`src/sdcp_pkg.sv`:
```
// Shared constants, types and codes for the serial drive command parser.
package sdcp_pkg;

  // Default line buffer capacity in bytes, terminator slot included.
  localparam int LINE_CAPACITY_DEF = 64;

  // Payload widths.
  localparam int BYTE_W   = 8;
  localparam int STATUS_W = 2;
  localparam int SPEED_W  = 32;

  // Result status codes.
  localparam logic [STATUS_W-1:0] STATUS_OK   = 2'd0;
  localparam logic [STATUS_W-1:0] STATUS_BAD  = 2'd1;
  localparam logic [STATUS_W-1:0] STATUS_FULL = 2'd2;

  // Characters the parser looks for.
  localparam logic [BYTE_W-1:0] CH_NUL   = 8'h00;
  localparam logic [BYTE_W-1:0] CH_TAB   = 8'h09;
  localparam logic [BYTE_W-1:0] CH_LF    = 8'h0A;
  localparam logic [BYTE_W-1:0] CH_VT    = 8'h0B;
  localparam logic [BYTE_W-1:0] CH_FF    = 8'h0C;
  localparam logic [BYTE_W-1:0] CH_CR    = 8'h0D;
  localparam logic [BYTE_W-1:0] CH_SPACE = 8'h20;
  localparam logic [BYTE_W-1:0] CH_PLUS  = 8'h2B;
  localparam logic [BYTE_W-1:0] CH_MINUS = 8'h2D;
  localparam logic [BYTE_W-1:0] CH_ZERO  = 8'h30;
  localparam logic [BYTE_W-1:0] CH_NINE  = 8'h39;
  localparam logic [BYTE_W-1:0] CH_UC_C  = 8'h43;
  localparam logic [BYTE_W-1:0] CH_UC_D  = 8'h44;
  localparam logic [BYTE_W-1:0] CH_UC_M  = 8'h4D;

  // Saturation limits of the 32-bit values.
  localparam logic [SPEED_W-1:0] SPEED_MAX = 32'h7FFF_FFFF;
  localparam logic [SPEED_W-1:0] SPEED_MIN = 32'h8000_0000;

  // Where the parser stands within the current line.
  typedef enum logic [3:0] {
    PH_C,
    PH_M,
    PH_D,
    PH_WS1,
    PH_SGN1,
    PH_DIG1,
    PH_WS2,
    PH_SGN2,
    PH_DIG2,
    PH_DONE,
    PH_FAIL
  } phase_t;

  // Magnitude accumulator after one decimal digit.
  typedef struct packed {
    logic               sat;
    logic [SPEED_W-1:0] mag;
  } digit_acc_t;

endpackage

```
`src/sdcp_if.sv`:
```
// Valid/ready channel interfaces for received bytes and parser results.
interface sdcp_in_if;
  import sdcp_pkg::*;

  logic              valid;
  logic              ready;
  logic [BYTE_W-1:0] rx_byte;

  modport source (output valid, output rx_byte, input ready);
  modport sink   (input valid, input rx_byte, output ready);
endinterface

interface sdcp_out_if;
  import sdcp_pkg::*;

  logic                      valid;
  logic                      ready;
  logic [STATUS_W-1:0]       status;
  logic signed [SPEED_W-1:0] left_speed;
  logic signed [SPEED_W-1:0] right_speed;
  logic                      led_on;

  modport source (output valid, output status, output left_speed, output right_speed,
                  output led_on, input ready);
  modport sink   (input valid, input status, input left_speed, input right_speed,
                  input led_on, output ready);
endinterface

```
`src/sdcp_in_reg.sv`:
```
// Input register stage that captures one received byte per beat.
module sdcp_in_reg (
  input  logic      clk,
  input  logic      rst_n,
  sdcp_in_if.sink   up,
  sdcp_in_if.source down
);
  import sdcp_pkg::*;

  logic              valid_r;
  logic              valid_nxt;
  logic [BYTE_W-1:0] byte_r;
  logic              load;

  // The register takes a new beat whenever it is empty or being drained.
  assign up.ready     = !valid_r || down.ready;
  assign load         = up.valid && up.ready;
  assign valid_nxt    = load ? 1'b1 : (valid_r && !down.ready);
  assign down.valid   = valid_r;
  assign down.rx_byte = byte_r;

  always_ff @(posedge clk) begin
    if (!rst_n) begin
      valid_r <= 1'b0;
    end else begin
      valid_r <= valid_nxt;
    end
  end

  // Payload needs no reset.
  always_ff @(posedge clk) begin
    if (load) begin
      byte_r <= up.rx_byte;
    end
  end

endmodule

```
`src/sdcp_core.sv`:
```
// Line parser state, per-byte update logic and result register.
module sdcp_core #(
  parameter int LINE_CAPACITY = sdcp_pkg::LINE_CAPACITY_DEF
) (
  input  logic       clk,
  input  logic       rst_n,
  sdcp_in_if.sink    byte_in,
  sdcp_out_if.source res_out
);
  import sdcp_pkg::*;

  localparam int               CNT_W    = $clog2(LINE_CAPACITY);
  localparam logic [CNT_W-1:0] CNT_LAST = CNT_W'(LINE_CAPACITY - 1);

  // Appends one decimal digit to a magnitude, holding it once it passes the limit.
  function automatic digit_acc_t add_digit(input logic [SPEED_W-1:0] mag,
                                           input logic [BYTE_W-1:0]  c,
                                           input logic               neg,
                                           input logic               sat);
    logic [SPEED_W+3:0] wide;
    logic [SPEED_W+3:0] prod;
    logic [SPEED_W+3:0] lim;
    digit_acc_t         r;
    wide  = {4'b0000, mag};
    prod  = (wide << 3) + (wide << 1) + {{SPEED_W{1'b0}}, c[3:0]};
    lim   = neg ? {4'b0000, SPEED_MIN} : {4'b0000, SPEED_MAX};
    r.mag = mag;
    r.sat = sat;
    if (!sat) begin
      if (prod > lim) begin
        r.sat = 1'b1;
      end else begin
        r.mag = prod[SPEED_W-1:0];
      end
    end
    return r;
  endfunction

  // Turns a magnitude and sign into the final two's complement value.
  function automatic logic [SPEED_W-1:0] finish_value(input logic [SPEED_W-1:0] mag,
                                                      input logic               neg,
                                                      input logic               sat);
    logic [SPEED_W-1:0] v;
    if (sat) begin
      v = neg ? SPEED_MIN : SPEED_MAX;
    end else begin
      v = neg ? ({SPEED_W{1'b0}} - mag) : mag;
    end
    return v;
  endfunction

  // Line state.
  phase_t             phase_r,  phase_nxt;
  logic [CNT_W-1:0]   cnt_r,    cnt_nxt;
  logic [SPEED_W-1:0] first_r,  first_nxt;
  logic [SPEED_W-1:0] second_r, second_nxt;
  logic               neg_r,    neg_nxt;
  logic               sat_r,    sat_nxt;
  logic               ended_r,  ended_nxt;
  logic               led_r,    led_nxt;

  // Result register.
  logic                out_valid_r, out_valid_nxt;
  logic [STATUS_W-1:0] status_r;
  logic [SPEED_W-1:0]  left_r;
  logic [SPEED_W-1:0]  right_r;

  // Per-byte decode.
  logic [BYTE_W-1:0]   c;
  logic                out_free;
  logic                take;
  logic                is_term;
  logic                is_blank;
  logic                is_sign;
  logic                is_digit;
  logic                is_minus;
  digit_acc_t          add1;
  digit_acc_t          add2;
  logic [SPEED_W-1:0]  fin1;
  logic [SPEED_W-1:0]  fin2;
  logic                res_vld;
  logic [STATUS_W-1:0] res_status;
  logic [SPEED_W-1:0]  res_left;
  logic [SPEED_W-1:0]  res_right;

  // A byte is consumed only when the result register can take what it causes.
  assign out_free      = !out_valid_r || res_out.ready;
  assign byte_in.ready = out_free;
  assign take          = byte_in.valid && out_free;
  assign c             = byte_in.rx_byte;

  // Character classes.
  assign is_term  = (c == CH_CR) || (c == CH_LF);
  assign is_blank = (c == CH_SPACE) || (c == CH_TAB) || (c == CH_VT) || (c == CH_FF);
  assign is_minus = (c == CH_MINUS);
  assign is_sign  = (c == CH_PLUS) || is_minus;
  assign is_digit = (c >= CH_ZERO) && (c <= CH_NINE);

  assign add1 = add_digit(first_r, c, neg_r, sat_r);
  assign add2 = add_digit(second_r, c, neg_r, sat_r);
  assign fin1 = finish_value(first_r, neg_r, sat_r);
  assign fin2 = finish_value(second_r, neg_r, sat_r);

  // Next line state and result for the byte at the head of the input register.
  always_comb begin
    phase_nxt  = phase_r;
    cnt_nxt    = cnt_r;
    first_nxt  = first_r;
    second_nxt = second_r;
    neg_nxt    = neg_r;
    sat_nxt    = sat_r;
    ended_nxt  = ended_r;
    led_nxt    = led_r;
    res_vld    = 1'b0;
    res_status = STATUS_OK;
    res_left   = '0;
    res_right  = '0;

    if (take) begin
      if (is_term || (cnt_r == CNT_LAST)) begin
        // End of line: report and start over.
        if (is_term) begin
          if ((phase_r == PH_DIG2) || (phase_r == PH_DONE)) begin
            led_nxt    = !led_r;
            res_vld    = 1'b1;
            res_status = STATUS_OK;
            res_left   = first_r;
            res_right  = (phase_r == PH_DIG2) ? fin2 : second_r;
          end else if (cnt_r != '0) begin
            res_vld    = 1'b1;
            res_status = STATUS_BAD;
          end
        end else begin
          res_vld    = 1'b1;
          res_status = STATUS_FULL;
        end
        phase_nxt  = PH_C;
        cnt_nxt    = '0;
        first_nxt  = '0;
        second_nxt = '0;
        neg_nxt    = 1'b0;
        sat_nxt    = 1'b0;
        ended_nxt  = 1'b0;
      end else begin
        cnt_nxt = cnt_r + 1'b1;
        if (c == CH_NUL) begin
          ended_nxt = 1'b1;
        end else if (!ended_r) begin
          unique case (phase_r)
            PH_C: begin
              phase_nxt = (c == CH_UC_C) ? PH_M : PH_FAIL;
            end
            PH_M: begin
              phase_nxt = (c == CH_UC_M) ? PH_D : PH_FAIL;
            end
            PH_D: begin
              phase_nxt = (c == CH_UC_D) ? PH_WS1 : PH_FAIL;
            end
            PH_WS1: begin
              if (is_blank) begin
                phase_nxt = PH_WS1;
              end else if (is_sign) begin
                neg_nxt   = is_minus;
                phase_nxt = PH_SGN1;
              end else if (is_digit) begin
                first_nxt = add1.mag;
                sat_nxt   = add1.sat;
                phase_nxt = PH_DIG1;
              end else begin
                phase_nxt = PH_FAIL;
              end
            end
            PH_SGN1: begin
              if (is_digit) begin
                first_nxt = add1.mag;
                sat_nxt   = add1.sat;
                phase_nxt = PH_DIG1;
              end else begin
                phase_nxt = PH_FAIL;
              end
            end
            PH_DIG1: begin
              if (is_digit) begin
                first_nxt = add1.mag;
                sat_nxt   = add1.sat;
              end else begin
                // Close the first number; the byte can only be a blank or a sign to go on.
                first_nxt = fin1;
                neg_nxt   = 1'b0;
                sat_nxt   = 1'b0;
                if (is_blank) begin
                  phase_nxt = PH_WS2;
                end else if (is_sign) begin
                  neg_nxt   = is_minus;
                  phase_nxt = PH_SGN2;
                end else begin
                  phase_nxt = PH_FAIL;
                end
              end
            end
            PH_WS2: begin
              if (is_blank) begin
                phase_nxt = PH_WS2;
              end else if (is_sign) begin
                neg_nxt   = is_minus;
                phase_nxt = PH_SGN2;
              end else if (is_digit) begin
                second_nxt = add2.mag;
                sat_nxt    = add2.sat;
                phase_nxt  = PH_DIG2;
              end else begin
                phase_nxt = PH_FAIL;
              end
            end
            PH_SGN2: begin
              if (is_digit) begin
                second_nxt = add2.mag;
                sat_nxt    = add2.sat;
                phase_nxt  = PH_DIG2;
              end else begin
                phase_nxt = PH_FAIL;
              end
            end
            PH_DIG2: begin
              if (is_digit) begin
                second_nxt = add2.mag;
                sat_nxt    = add2.sat;
              end else begin
                second_nxt = fin2;
                neg_nxt    = 1'b0;
                sat_nxt    = 1'b0;
                phase_nxt  = PH_DONE;
              end
            end
            default: begin
              // Done or failed: the rest of the line is ignored.
              phase_nxt = phase_r;
            end
          endcase
        end
      end
    end
  end

  // Result register valid: loaded on a result, cleared when taken.
  assign out_valid_nxt = out_free ? res_vld : out_valid_r;

  // Control state.
  always_ff @(posedge clk) begin
    if (!rst_n) begin
      phase_r     <= PH_C;
      cnt_r       <= '0;
      first_r     <= '0;
      second_r    <= '0;
      neg_r       <= 1'b0;
      sat_r       <= 1'b0;
      ended_r     <= 1'b0;
      led_r       <= 1'b0;
      out_valid_r <= 1'b0;
    end else begin
      phase_r     <= phase_nxt;
      cnt_r       <= cnt_nxt;
      first_r     <= first_nxt;
      second_r    <= second_nxt;
      neg_r       <= neg_nxt;
      sat_r       <= sat_nxt;
      ended_r     <= ended_nxt;
      led_r       <= led_nxt;
      out_valid_r <= out_valid_nxt;
    end
  end

  // Result payload needs no reset.
  always_ff @(posedge clk) begin
    if (out_free && res_vld) begin
      status_r <= res_status;
      left_r   <= res_left;
      right_r  <= res_right;
    end
  end

  // The LED level only changes together with loading an accepted result.
  assign res_out.valid       = out_valid_r;
  assign res_out.status      = status_r;
  assign res_out.left_speed  = $signed(left_r);
  assign res_out.right_speed = $signed(right_r);
  assign res_out.led_on      = led_r;

endmodule

```
`src/serial_drive_command_parser.sv`:
```
// Path: in_ch, input register, parse pass, result register, out_ch. Throughput: one received
// byte per cycle; set by the single parse pass between the input register and the result
// register, which takes a byte whenever the result slot is free.
// Reset (rst_n low at a clock edge): the line restarts empty, both values clear, LED off,
// and no result is pending; the block needs no clearing pass.
module serial_drive_command_parser #(
  parameter int LINE_CAPACITY = sdcp_pkg::LINE_CAPACITY_DEF
) (
  input  logic       clk,
  input  logic       rst_n,
  sdcp_in_if.sink    in_ch,
  sdcp_out_if.source out_ch
);
  import sdcp_pkg::*;

  // Byte channel between the input register and the parser.
  sdcp_in_if byte_ch ();

  sdcp_in_reg u_in_reg (
    .clk   (clk),
    .rst_n (rst_n),
    .up    (in_ch),
    .down  (byte_ch)
  );

  sdcp_core #(
    .LINE_CAPACITY (LINE_CAPACITY)
  ) u_core (
    .clk     (clk),
    .rst_n   (rst_n),
    .byte_in (byte_ch),
    .res_out (out_ch)
  );

  // Only the three defined status codes ever leave the block.
  a_status_code: assert property (@(posedge clk) disable iff (!rst_n)
    out_ch.valid |-> (out_ch.status == STATUS_OK) || (out_ch.status == STATUS_BAD) ||
                     (out_ch.status == STATUS_FULL))
    else $error("result beat carries an undefined status code");

  // Rejected and overflowed lines report zero speeds.
  a_zero_speeds: assert property (@(posedge clk) disable iff (!rst_n)
    (out_ch.valid && (out_ch.status != STATUS_OK)) |->
      (out_ch.left_speed == '0) && (out_ch.right_speed == '0))
    else $error("non-accepted result beat carries nonzero speeds");

  // The LED flips only when an accepted result is presented.
  a_led_toggle: assert property (@(posedge clk) disable iff (!rst_n)
    ($past(rst_n) && !$stable(out_ch.led_on)) |->
      (out_ch.valid && (out_ch.status == STATUS_OK)))
    else $error("LED level changed without an accepted result");

  // The parser holds off new bytes while a result waits on a stalled output.
  a_stall_holds: assert property (@(posedge clk) disable iff (!rst_n)
    (out_ch.valid && !out_ch.ready) |-> !byte_ch.ready)
    else $error("parser took a byte while the result register was stalled");

endmodule
```
`src/flat_wrapper.sv`:
```
// flat-port wrapper written by rule: the top's interface ports become plain ports
module serial_drive_command_parser_flat import sdcp_pkg::*;
#(
  parameter int LINE_CAPACITY = sdcp_pkg::LINE_CAPACITY_DEF
)
  (clk, rst_n, in_ch_valid, in_ch_rx_byte, in_ch_ready, out_ch_valid, out_ch_status, out_ch_left_speed, out_ch_right_speed, out_ch_led_on, out_ch_ready);
  sdcp_in_if in_ch_i ();
  sdcp_out_if out_ch_i ();
  input  logic clk;
  input  logic rst_n;
  input wire logic [$bits(in_ch_i.valid)-1:0] in_ch_valid;
  input wire logic [$bits(in_ch_i.rx_byte)-1:0] in_ch_rx_byte;
  output wire logic [$bits(in_ch_i.ready)-1:0] in_ch_ready;
  output wire logic [$bits(out_ch_i.valid)-1:0] out_ch_valid;
  output wire logic [$bits(out_ch_i.status)-1:0] out_ch_status;
  output wire logic [$bits(out_ch_i.left_speed)-1:0] out_ch_left_speed;
  output wire logic [$bits(out_ch_i.right_speed)-1:0] out_ch_right_speed;
  output wire logic [$bits(out_ch_i.led_on)-1:0] out_ch_led_on;
  input wire logic [$bits(out_ch_i.ready)-1:0] out_ch_ready;
  assign in_ch_i.valid = in_ch_valid;
  assign in_ch_i.rx_byte = in_ch_rx_byte;
  assign in_ch_ready = in_ch_i.ready;
  assign out_ch_valid = out_ch_i.valid;
  assign out_ch_status = out_ch_i.status;
  assign out_ch_left_speed = out_ch_i.left_speed;
  assign out_ch_right_speed = out_ch_i.right_speed;
  assign out_ch_led_on = out_ch_i.led_on;
  assign out_ch_i.ready = out_ch_ready;
  serial_drive_command_parser #(.LINE_CAPACITY(LINE_CAPACITY)) u_core (.clk(clk), .rst_n(rst_n), .in_ch(in_ch_i), .out_ch(out_ch_i));
endmodule
```
`config.mk`:
```
export PLATFORM = sky130hd
export DESIGN_NAME = serial_drive_command_parser_flat
export DESIGN_NICKNAME = d
export VERILOG_FILES = /design/src/sdcp_pkg.sv /design/src/sdcp_if.sv /design/src/sdcp_in_reg.sv /design/src/sdcp_core.sv /design/src/serial_drive_command_parser.sv /design/src/flat_wrapper.sv
export SDC_FILE = /design/constraint.sdc
export NUM_CORES = 1
export LEC_CHECK = 0
export ABC_AREA = 1
export BUFFER_PORTS_ARGS = -buffer_cell sky130_fd_sc_hd__buf_2
export CAP_MARGIN = 20
export CORE_AREA = 2 2 169 171
export DETAILED_ROUTE_END_ITERATION = 7
export DIE_AREA = 0 0 171 173
export GPL_TIMING_DRIVEN = 0
export PLACE_DENSITY_LB_ADDON = 0.12
export SKIP_LAST_GASP = 1
export SLEW_MARGIN = 10
export SYNTH_ARGS = -nofsm -noshare
export SYNTH_HDL_FRONTEND = slang
export SYNTH_SLANG_ARGS = --single-unit
```
`constraint.sdc`:
```
create_clock -name clk -period 4.7 [get_ports clk]
set_input_delay 0.235 -clock clk [delete_from_list [all_inputs] [get_ports clk]]
set_output_delay 0.235 -clock clk [all_outputs]
set_load 0.02 [all_outputs]
```
### Yosys cells after proc, flatten, opt, wreduce, memory -nomap -nowiden

Index checks and enable logic that the tools add are counted.

| operators by class | value |
|---|---|
| bitwise gates (word level) | 3 |
| eq/ne operators | 32 |
| reductions and logical operators | 37 |
| mux-type cells | 80 |
| add/subtract/negate cells | 7 |
| magnitude comparators | 4 |

Operators with widths:

| operator | number |
|---|---|
| $mux W32 | 23 |
| $pmux W32 S3 | 2 |
| $add A35 B33 Y36 | 2 |
| $add A36 B4 Y36 | 2 |
| $mux W33 | 2 |
| $sub A1 B32 Y32 const A | 2 |
| $mux W4 | 15 |
| $eq A8 B4 Y1 const B | 5 |
| $gt A36 B32 Y1 | 1 |
| $gt A36 B36 Y1 | 1 |
| $pmux W4 S9 | 1 |
| $mux W1 | 32 |
| $eq A8 B6 Y1 const B | 3 |
| $eq A8 B7 Y1 const B | 3 |
| $ne A3 B3 Y1 const B | 6 |
| $eq A4 B3 Y1 const B | 4 |
| $reduce_and A8 Y1 | 2 |
| $reduce_and A6 Y1 | 2 |
| $reduce_bool A4 Y1 | 3 |
| $reduce_bool A10 Y1 | 1 |
| $logic_or A1 B1 Y1 | 9 |
| $eq A4 B2 Y1 const B | 2 |
| $eq A4 B4 Y1 const B | 2 |
| $ge A8 B6 Y1 const B | 1 |
| 26 further kinds | 37 |

| word-level totals | value |
|---|---|
| output and inout port bits | 69 |
| word-level logic and storage cells | 178 |
| flip-flop bits (word level) | 154 |

### Longest topological paths before layout

Gate-level depths: netlist (run 1).

| logic depth | value |
|---|---|
| depth after elaboration | 12 |
| gate-level depth with buffers | 31 |

### Hierarchy

Synthesis (run 1) repeated with hierarchy kept, for this count alone.

| unflattened totals | value |
|---|---|
| cell total of the unflattened synthesis | 2371 |
| area, all modules | 15842.7 um^2 |

Modules (own cells, without submodules):

| module | area an instance (um^2) | times used | cells each |
|---|---|---|---|
| sdcp_core | 15551.2 | 1 | 2356 |
| sdcp_in_reg | 291.5 | 1 | 15 |

### Worst setup path after synthesis (run 1)

No wires, ideal clock.

| timing | value |
|---|---|
| path type | flip-flop to flip-flop |
| start | reg u_core.u_in_reg.byte_r[1] (netlist: u_core.u_in_reg.down.rx_byte[1]) |
| end | reg u_core.u_core.left_r[0] (netlist: u_core.u_core.res_out.left_speed[0]), enable pin |
| buffers on the path | 1 |
| cell stages (with the launch flop) | 9 |
| slack | -0.223 ns |
| data arrival time | 4.410 ns |
| setup time | 0.514 ns |
| clock period less this slack | 4.923 ns |
| path through | edfxtp_1 > nor2_4 > nand3_2 > nand2_1 > nand2_2 > nand2_2 > buf_6 > nand2_1 > a21oi_1 |

| on the way | value |
|---|---|
| word-level cells in the longest chain between the ends | 6 |
| elaborated cells between the ends (all ways) | 8 |
| classes of those cells | 2 x eq/ne; 3 x mux; 3 x reduce/logical |

RTL lines:

| item | line | source |
|---|---|---|
| start, declared | sdcp_in_reg.sv:12 | `logic [BYTE_W-1:0] byte_r;` |
| start signal, assigned | sdcp_in_reg.sv:33 | `byte_r <= up.rx_byte;` |
| $eq A8 B4 Y1 | sdcp_core.sv:93 | `assign is_term = (c == CH_CR) \|\| (c == CH_LF);` |
| $logic_or A1 B1 Y1 (*) | sdcp_core.sv:93 |  |
| $mux W1 or $logic_or A1 B1 Y1 (tied branches) | sdcp_core.sv:122, sdcp_core.sv:120 |  |
| $mux W1 (*) | sdcp_core.sv:120 | `if (is_term \|\| (cnt_r == CNT_LAST)) begin` |
| $mux W1 (*) | sdcp_core.sv:119 | `if (take) begin` |
| $logic_and A1 B1 Y1 (*) | sdcp_core.sv:275 | `if (out_free && res_vld) begin` |
| end signal, assigned | sdcp_core.sv:277 | `left_r <= res_left;` |
| end, declared | sdcp_core.sv:65 | `logic [SPEED_W-1:0] left_r;` |

Every way passes the cells marked *; elsewhere a longest branch is shown, timed or not.
A chain may end at the register's enable or synchronous reset.

### Worst setup path in the final report (run 1)

| timing | value |
|---|---|
| start | reg u_core.u_in_reg.byte_r[3] (netlist: u_core.u_in_reg.down.rx_byte[3]) |
| end | reg u_core.u_core.first_r[28] |

| on the way | value |
|---|---|
| word-level cells in the longest chain between the ends | 11 |
| elaborated cells between the ends (all ways) | 37 |
| classes of those cells | 1 x add/sub; 3 x order compare; 13 x eq/ne; 10 x mux; 10 x reduce/logical |

RTL lines:

| item | line | source |
|---|---|---|
| $add A36 B4 Y36 | sdcp_core.sv:25 | `prod = (wide << 3) + (wide << 1) + {{SPEED_W{1'b0}}, c[3:0]};` |
| $gt A36 B36 Y1 | sdcp_core.sv:30 | `if (prod > lim) begin` |
| $mux W32 | sdcp_core.sv:30 |  |
| $mux W33 | sdcp_core.sv:29 | `if (!sat) begin` |
| $mux W32 | sdcp_core.sv:165, sdcp_core.sv:174 |  |
| $mux W32 | sdcp_core.sv:162 | `end else if (is_sign) begin` |
| $mux W32 | sdcp_core.sv:160 | `if (is_blank) begin` |
| $pmux W32 S3 | sdcp_core.sv:149 | `unique case (phase_r)` |
| $mux W32 | sdcp_core.sv:148 | `end else if (!ended_r) begin` |
| $mux W32 | sdcp_core.sv:146 | `if (c == CH_NUL) begin` |
| $mux W32 | sdcp_core.sv:120 |  |
| end signal, assigned | sdcp_core.sv:263 | `first_r <= first_nxt;` |
| end, declared | sdcp_core.sv:55 | `logic [SPEED_W-1:0] first_r, first_nxt;` |

Several ways; a longest one is shown, not always the timed one. The select of a mux whose other input is x is not followed.

==> results of run 1 <==
## critical path: stages, from the launching register on
cell,delay [ns]
edfxtp_1,0.57
fa_1,0.59
fa_2,0.43
nand3_1,0.09
nand3_1,0.12
nand3_1,0.11
nand2_2,0.09
nand2_1,0.12
nand2_4,0.10
inv_1,0.10
o21bai_2,0.09
xor2_1,0.20
ha_1,0.30
nand2_2,0.09
nor4_4,0.33
nand4_1,0.19
nand2_4,0.16
nand3_4,0.09
buf_8,0.17
buf_4,0.14
nand2_1,0.05
nand2_1,0.05
o21ai_1,0.14
a21oi_1,0.08
## flip-flops by register name, summed over array words and instances (netlist names)
register,cells
u_core.u_core.res_out.status,2
u_core.u_core.res_out.led_on,1
u_core.u_core.res_out.left_speed,32
u_core.u_core.sat_r,1
u_core.u_core.res_out.right_speed,32
u_core.u_core.ended_r,1
u_core.u_core.neg_r,1
u_core.u_core.second_r,32
u_core.u_core.first_r,32
u_core.u_core.phase_r,4
u_core.u_in_reg.down.rx_byte,8
u_core.u_core.cnt_r,6
u_core.u_core.res_out.valid,1
u_core.u_in_reg.down.valid,1
## through the flow
step / cell area, um2 / instances / total power [mW]
floorplan: 16000 / 2396 / 1.66
global placement: 16800 / 2854 / 1.74
detailed placement: 16900 / 2856 / 1.75
CTS: 17600 / 2899 / 3.13
global route: 18000 / 2910 / 3.23
finish: 18000 / 2910 / 3.15
## layout make-up
| class | instances | area share [%] |
|---|---|---|
| multi-input combinational | 1900 | 61.4 |
| sequential | 154 | 21.3 |
| inverter | 265 | 5.56 |
| timing repair buffer | 104 | 3.65 |
| tap | 378 | 2.63 |
| clock buffer | 19 | 2.52 |
| buffer | 77 | 2.20 |
| clock inverter | 13 | 0.710 |
## cells by family (layout without fill, tap and decap cells)
kind of cell / after synthesis / after routing
fa+ha+maj: 197 / 197
compound gates: 417 / 417
buf+inv: 342 / 478
simple gates: 1212 / 1212
xor+xnor: 74 / 74
flops: 154 / 154
## where the power goes
group	leakage, nW	internal (mW)	total (mW)	switching [mW]
combinational	7.42	0.104	0.312	0.208
sequential	1.31	1.41	1.43	0.0279
clock	0.290	0.773	1.40	0.627
## metal layers
layer | vias up | share of wire [%] | GRT usage (%)
li1 | 8366 | - | -
met5 | - | 0 | 0
met4 | 0 | 6.0 | 17.4
met2 | 719 | 50 | 63.3
met3 | 215 | 5.7 | 4.07
met1 | 7947 | 38 | 39.6
## worst max-delay path by stage
stage / cells past startpoint / endpoint / start
4_1_cts: 29 / u_core.u_core.second_r[11] / u_core.u_in_reg.down.rx_byte[3]
3_3_place_gp: 20 / u_core.u_core.sat_r / u_core.u_core.neg_r
2_1_floorplan: 28 / u_core.u_core.first_r[21] / u_core.u_in_reg.down.rx_byte[3]
6_report: 23 / u_core.u_core.first_r[28] / u_core.u_in_reg.down.rx_byte[3]
5_1_grt: 26 / u_core.u_core.first_r[30] / u_core.u_in_reg.down.rx_byte[3]
3_5_place_dp: 28 / u_core.u_core.first_r[27] / u_core.u_in_reg.down.rx_byte[3]
## what timing repair did
item                       in CTS  in global routing
setup buffers                   3                  9
setup endpoints to repair      63                 65
gates resized for setup         4                 82
hold buffers                    8                  0
pin swaps                       0                 22
hold endpoints to repair        8                  0
gates cloned                    0                  2
## synth_stat cells, types with 11 or more instances
cell / number
nand2_1: 600
o211ai_1: 13
clkbuf_1: 48
nor3_1: 30
nor4_1: 13
xor2_1: 64
nand4_1: 80
a21oi_2: 19
inv_1: 249
edfxtp_1: 74
dfxtp_1: 80
o21ai_0: 90
nor2_1: 261
a21o_1: 11
ha_1: 193
nand3_1: 183
buf_2: 22
inv_2: 13
a21oi_1: 209
o21bai_1: 13
==> results.md, run 1 <==
| Parameter | Value |
|:---|:---|
| First DRT Iteration DRCs | 1,434 |
| Synth Area in Simple Gates | 32.8% |
| DRC violations left | 0 |
| Number of flip-flops and latches in the synthesized netlist | 154 |
| Global placement routability congestion | 0.977 |
| Core Rows | 61 |
| Total area of multi-input combinational cells | 11,000 um2 |
| CTS HTree Levels | 4 |
| DRT antenna net count | 0 |
| Worst slew margin relative to its limit | 27.6% |
| Post-Synth XOR/XNOR Area | 4.06% |
| Synthesized netlist net count | 2,605 |
| Share of final-layout standard cells stronger than drive strength 1 | 11.1% |
| Sequential area share after synthesis | 24.0% |
| Worst Path Max Fanout | 8 |
| Maximum number of pins on one net before global-route repair | 66 |
| Top cell type by total area after synthesis | ha_1 |
| Final Cycle Share | 96.1% |
| Initial antenna violation count | 0 |
| Start-to-end type of the worst setup path | flip-flop to flip-flop |
| Dominant cells by area after synthesis | ha_1 (15%), nand2_1 (14%), edfxtp_1 (14%) |
| Final setup violation count | 0 |
| Total half-perimeter wirelength after legalization and detailed placement | 41,600 um |
| Most frequent standard cell in the layout excluding fill and tap cells | nand2_1 |
| Post-synthesis adder-cell area fraction | 15.6% |
| Final Hold Vio Count | 0 |
| Most frequent cells in the layout | nand2_1 (585), nor2_1 (257), inv_1 (249), a21oi_1 (204), ha_1 (191) |
| Starting density of the core | 57.8% |
| Synthesized area | 16,000 um2 |
| Post-Synthesis Mean Instance Area | 6.66 um2 |
| Fin Hold WS | 0.0699 ns |
| CP arrival | 4.80 ns |
| Worst hold path stage count | 3 |
| Share of flip-flops with an asynchronous set or reset | 0% |
| Power per cell area | 175 nW/um2 |
| Vertical die dimension | 173 um |
| Final period demand of the worst path | 4.51 ns |
| DRT Pass-1 Iters | 7 |
| Footprint of the flip-flops and latches | 3840 um2 |
| Vias | 17,200 |
| Worst Hold Launch | in_ch_valid |
| Clock network latency to the later pin of the worst-skew pair | 0.43 ns |
| Die span in x | 171 um |
| Run status | finished clean |
| Total wire length after detailed routing | 52,600 um |
| Depth of the worst register-to-register path | 23 |
| Slew @ Worst Pin | 1.09 ns |
| Clk slew on worst S/H paths | 0.07 ns |
| Core box area | 27,600 um2 |
| Final worst setup slack | 0.185 ns |
| Maximum count of clock buffers along a single path | 2 |
| Setup TNS | 0 ns |
| Endpoint of the worst register-to-register path | u_core.u_core.first_r[28] |
| Number of slew-limit violations in the final report | 0 |
| Post-synth cell types | 57 |
| Lkg Pwr | 9.02 nW |
| Library cell used as clock root buffer | clkbuf_16 |
| Number of nets in the layout | 2,728 |
| Filler Cell Count | 2,628 |
| Via count of the first global-routing pass | 16,300 |
| Number of enable flip-flop cells after synthesis | 74 |
| Routed via count divided by cell count | 5.93 |
| Diode insertion count for antenna repair | 0 |
| Reg2Reg Setup Slack | 0.19 ns |
| Buffers on Ports | 80 |
| Global-route usage over all layers | 34.8% |
| Critical path endpoint category | flip-flop |
| # Max-Cap Violations | 0 |
| Worst Hold Class | input pin to flip-flop |
| Compound-Gate Fraction of Synth Area | 15.1% |
| Post-synthesis mux area share | 0% |
| WL/cell | 18.1 um |
| Reg2Reg Launch Point | u_core.u_in_reg.down.rx_byte[3] |
| Worst endpoint required time | 4.99 ns |
| Syn. warnings | 0 |
| Clock tree from TritonCTS | built |
| Io pins | 81 |
| Post-placement worst setup slack | -0.200 ns |
| Maximum clock skew at final layout | 0.0157 ns |
| Max frequency | 222 MHz |
| CTS Buf Count | 17 |
| Remaining global-route overflow | 0 |
| Combinational family with the most area after synthesis | simple AND/OR/NAND/NOR gates |
| Mapped Cells | 2,396 |
| Global-route wire length before repair | 81,900 um |
| Worst setup SP type | flip-flop |
| Hold-critical path endpoint | u_core.u_in_reg.down.valid |
| Largest vdd supply drop | 0.227 mV |
| Clock Sink Count | 154 |
| Final standard cell utilization of the core | 65.1% |
| Dominant register cell in the synthesized netlist | dfxtp_1 |
| Die Footprint | 29,600 um2 |
| Share of Yosys cell area claimed by the top area cell type | 15.1% |
| Area delta synth->final | 12.6% |
(Power assumes the default switching activity.)
==> run 2, diff against run 1 <==
--- a/config.mk
+++ b/config.mk
@@ -5,12 +5,11 @@
 export SDC_FILE = /design/constraint.sdc
 export NUM_CORES = 1
 export LEC_CHECK = 0
-export ABC_AREA = 1
 export BUFFER_PORTS_ARGS = -buffer_cell sky130_fd_sc_hd__buf_2
 export CAP_MARGIN = 20
-export CORE_AREA = 2 2 169 171
+export CORE_AREA = 2 2 167 169
 export DETAILED_ROUTE_END_ITERATION = 7
-export DIE_AREA = 0 0 171 173
+export DIE_AREA = 0 0 169 171
 export GPL_TIMING_DRIVEN = 0
 export PLACE_DENSITY_LB_ADDON = 0.12
 export SKIP_LAST_GASP = 1
==> run 2 against run 1 <==
  * The run now ends with negative setup slack left
  * Count of clock-buffer cells in the layout grew 1
  * First-iteration DRC count is 29% higher
  * Flip-flop and latch count unchanged
  * Final area up 5.3%
  * Setup slack worse by 1.2 ns
  * Synthesized cell count decreased by 20%
  * Via count decreased by 1.5%
  * Clock skew is 0.00061 ns lower
==> results.md, run 2 <==
| Parameter | Value | vs previous |
|:---|:---|:---|
| Bufs and invs on worst path | 3 | unchanged |
| Share of final-layout standard cells stronger than drive strength 1 | 18.7% | +7.6 points |
| Die span in x | 169 um | -1.2% |
| Hold-critical path endpoint | u_core.u_core.res_out.valid |  |
| Total half-perimeter wirelength after legalization and detailed placement | 43,300 um | +3.9% |
| Worst endpoint required time | 5.04 ns | +0.05 ns |
| Launch point of the critical path | u_core.u_in_reg.down.rx_byte[3] |  |
| Worst hold path stage count | 4 | +1 |
| Filler Cell Count | 2,194 | -17% |
| Global-route wire length before repair | 90,500 um | +10% |
| Worst Hold Class | input pin to flip-flop |  |
| Cells after DPL | 2,339 | -18% |
| Library cell used as clock root buffer | clkbuf_16 |  |
| Lkg Pwr | 8.32 nW | -7.8% |
| Remaining global-route overflow | 0 | unchanged |
| Synthesized area | 15,500 um2 | -2.8% |
| CP dominant cell by count | buf_4 |  |
| Share of flip-flops with an asynchronous set or reset | 0% | unchanged |
| Critical-path cell list | buf_4 -> fa_1 -> ha_1 -> a21oi_2 -> o22ai_4 -> o211ai_1 -> o21bai_2 -> o211a_1 -> mux2_4 -> or3_4 -> ha_4 -> a21oi_1 -> nor2_1 -> a211oi_1 -> o21ai_1 -> nor4_4 -> o32a_1 -> buf_4 -> nand4_1 -> buf_6 -> o311a_1 -> o221a_2 |  |
| Core Rows | 61 | unchanged |
| Buffers on Ports | 80 | unchanged |
| Critical path endpoint category | flip-flop |  |
| Worst slew margin relative to its limit | 27.7% | +0.16 points |
| Net switching share of the total power | 27.3% | -0.17 points |
| Post-synth cell types | 91 | +60% |
| Clk slew on worst S/H paths | 0.07 ns | about the same |
| Run status | finished, violations left |  |
| Non-filler instance count after layout | 2,444 | -16% |
| Vias | 17,000 | -1.5% |
| RSZ-0062 raised after global routing | yes |  |
| Maximum number of pins on one net before global-route repair | 63 | -4.5% |
| Syn. warnings | 0 | unchanged |
| Maximum clock skew at final layout | 0.0151 ns | -0.000606 ns |
| DRT Pass-1 Iters | 6 | -1 |
| First DRT Iteration DRCs | 1,857 | +29% |
| Slew @ Worst Pin | 1.08 ns | -0.00964 ns |
| # Max-Cap Violations | 0 | unchanged |
| Pint | 2.36 mW | +3.4% |
| Final Hold Vio Count | 0 | unchanged |
| Final period demand of the worst path | 5.68 ns | +1.17 ns |
| Part of the total power dissipated in combinational logic | 10.0% | about the same |
| Switching power total | 0.885 mW | +2.5% |
| Die Footprint | 28,900 um2 | -2.3% |
| Clock Sink Count | 154 | unchanged |
| Worst setup SP type | flip-flop |  |
| Initial antenna violation count | 0 | unchanged |
| Clock tree from TritonCTS | built |  |
| Number of slew-limit violations in the final report | 0 | unchanged |
| Clock network latency to the later pin of the worst-skew pair | 0.45 ns | +0.02 ns |
| Setup TNS | -54.55 ns | -54.55 ns |
| Global placement routability congestion | 0.989 | +1.3% |
| Clock share of power | 46.1% | +1.6 points |
| Cell with the biggest individual delay on the critical path | fa_1 |  |
| Core box area | 27,300 um2 | -1.1% |
| Vertical die dimension | 171 um | -1.2% |
| Endpoint of the worst register-to-register path | u_core.u_core.first_r[4] |  |
| Via count of the first global-routing pass | 16,200 | -0.86% |
| Max frequency | 176 MHz | -21% |
| DRC violations left | 0 | unchanged |
| Most frequent cells in the layout | ha_1 (186), a21oi_1 (175), nor2_1 (163), nand2_1 (136), o21ai_0 (105) |  |
| Area delta synth->final | 21.9% |  |
| Peak per-stage delay on the critical path | 0.46 ns | -0.13 ns |
| Number of flip-flops and latches in the synthesized netlist | 154 | unchanged |
| Post-Synthesis Mean Instance Area | 8.13 um2 | +22% |
| Start-to-end type of the worst setup path | flip-flop to flip-flop |  |
| Dominant cells by area after synthesis | ha_1 (16%), edfxtp_1 (14%), dfxtp_1 (10%) |  |
| Total wire length after detailed routing | 59,200 um | +13% |
| Top cell type by total area after synthesis | ha_1 |  |
| Dominant register cell in the synthesized netlist | dfxtp_1 |  |
| CP arrival | 6.02 ns | +1.22 ns |
| WL/cell | 24.2 um | +34% |
| Worst Path Max Fanout | 5 | -3 |
| Routed via count divided by cell count | 6.95 | +17% |
| Power per cell area | 172 nW/um2 | -2.0% |
| Io pins | 81 | unchanged |
| CTS HTree Levels | 4 | unchanged |
| Reg2Reg Launch Point | u_core.u_in_reg.down.rx_byte[3] |  |
| Sequential area share after synthesis | 24.6% | +0.68 points |
| Worst Hold Launch | out_ch_ready |  |
| Final worst setup slack | -0.983 ns | -1.17 ns |
| Largest vdd supply drop | 0.245 mV | +7.9% |
| Most frequent standard cell in the layout excluding fill and tap cells | ha_1 |  |
| Violations in the final reports | negative setup slack |  |
| Number of enable flip-flop cells after synthesis | 74 | unchanged |
| DRT antenna net count | 0 | unchanged |
| Final setup violation count | 65 | +65 |
| Share of Yosys cell area claimed by the top area cell type | 15.6% | +0.43 points |
| Synthesized netlist net count | 2,118 | -19% |
| Reg2Reg Setup Slack | -0.98 ns | -1.17 ns |
| Mapped Cells | 1,909 | -20% |
| Global-route usage over all layers | 40.3% | +5.5 points |
| Maximum count of clock buffers along a single path | 2 | unchanged |
| Final Cycle Share | 121% | +25 points |
| Kind of cell with the highest combined delay on the critical path | compound AO/OA/AOI/OAI gates |  |
| Depth of the worst register-to-register path | 22 | -4.3% |
| Sequential fraction of design power | 44.0% | -1.6 points |
| Starting density of the core | 56.8% | -0.97 points |
| Number of nets in the layout | 2,293 | -16% |
| CTS Buf Count | 17 | unchanged |
| Post-synth top cells | ha_1 (193), a21oi_1 (180), nor2_1 (164), nand2_1 (139), o21ai_0 (111) |  |
| Most repeated cell in the gate-level netlist after synthesis | ha_1 |  |
run 2: area by class of cell:
type | count | area, um2 | share of cell area, %
Clock inverter | 12 | 150 | 0.793
Sequential cell | 154 | 3850 | 20.3
Timing Repair Buffer | 155 | 1100 | 5.84
Clock buffer | 20 | 468 | 2.47
Buffer | 102 | 544 | 2.88
Tap cell | 346 | 433 | 2.29
Multi-Input combinational cell | 1595 | 12200 | 64.2
Antenna cell | 1 | 2.50 | 0.0132
Inverter | 59 | 221 | 1.17
run 2: cells by family (layout without fill, tap and decap cells):
family	after synthesis	after routing	share of synthesized area, %
other	0	1	0
muxes	11	11	0.742
AOI/OAI and AO/OA	635	636	27.5
xor gates and xnor gates	94	94	5.30
buffers and inverters	161	348	4.12
adders and majority gates	197	197	16.1
and+or+nand+nor	657	657	21.7
DFF	154	154	24.6
run 2: worst register-to-register path: stages, from the launching register on:
cell and delay (ns):
edfxtp_1 0.44, buf_4 0.17, fa_1 0.46, ha_1 0.32, a21oi_2 0.22, o22ai_4 0.13
o211ai_1 0.26, o21bai_2 0.12, o211a_1 0.23, mux2_4 0.31, or3_4 0.35, ha_4 0.25
a21oi_1 0.13, nor2_1 0.05, a211oi_1 0.32, o21ai_1 0.17, nor4_4 0.39, o32a_1 0.22
buf_4 0.13, nand4_1 0.13, buf_6 0.20, o311a_1 0.30, o221a_2 0.25
run 2: worst max path at each step:
stage | end | slack (ns) | depth (start not counted)
final | u_core.u_core.first_r[4] | -0.98 | 22
after global placement | u_core.u_core.first_r[18] | -2.08 | 19
after CTS | u_core.u_core.first_r[4] | -0.75 | 23
after global routing | u_core.u_core.first_r[4] | -1.10 | 22
after floorplan | u_core.u_core.second_r[2] | -0.17 | 21
after detailed placement | u_core.u_core.first_r[18] | -2.16 | 19
run 2: what timing repair did:
item | CTS | global route
buffers inserted | 45 | 11
hold endpoints to repair | 9 | 0
gates resized for setup | 174 | 22
pin swaps | 84 | 41
endpoints found under the setup margin | 65 | 65
hold buffers | 9 | 0
gates cloned | 4 | 3
run 2: layer usage:
| layer | vias to the layer above | wire length (um) | global-route usage (%) |
|---|---|---|---|
| met5 | - | 0 | 0 |
| met4 | 0 | 4110 | 26.6 |
| met3 | 291 | 5470 | 7.56 |
| met2 | 1029 | 26800 | 65.3 |
| met1 | 7998 | 22800 | 49.0 |
| li1 | 7669 | - | - |
run 2: power by group through the flow:
stage	clock [mW]	combinational (mW)	sequential [mW]
finish	1.50	0.323	1.43
global route	1.53	0.344	1.43
CTS	1.49	0.304	1.43
detailed placement	0	0.269	1.47
global placement	0	0.265	1.47
floorplan	0	0.190	1.45
run 2: per-stage QoR:
step	area [um2]	power, mW	hold WS [ns]	utilization [%]	setup slack, ns
finish	18900	3.25	0.119	69.3	-0.983
global route	18900	3.31	0.133	69.3	-1.10
CTS	18700	3.22	0.112	68.3	-0.747
detailed placement	16600	1.73	0.413	60.6	-2.16
global placement	16500	1.73	0.416	60.4	-2.08
floorplan	15700	1.64	0.334	-	-0.172
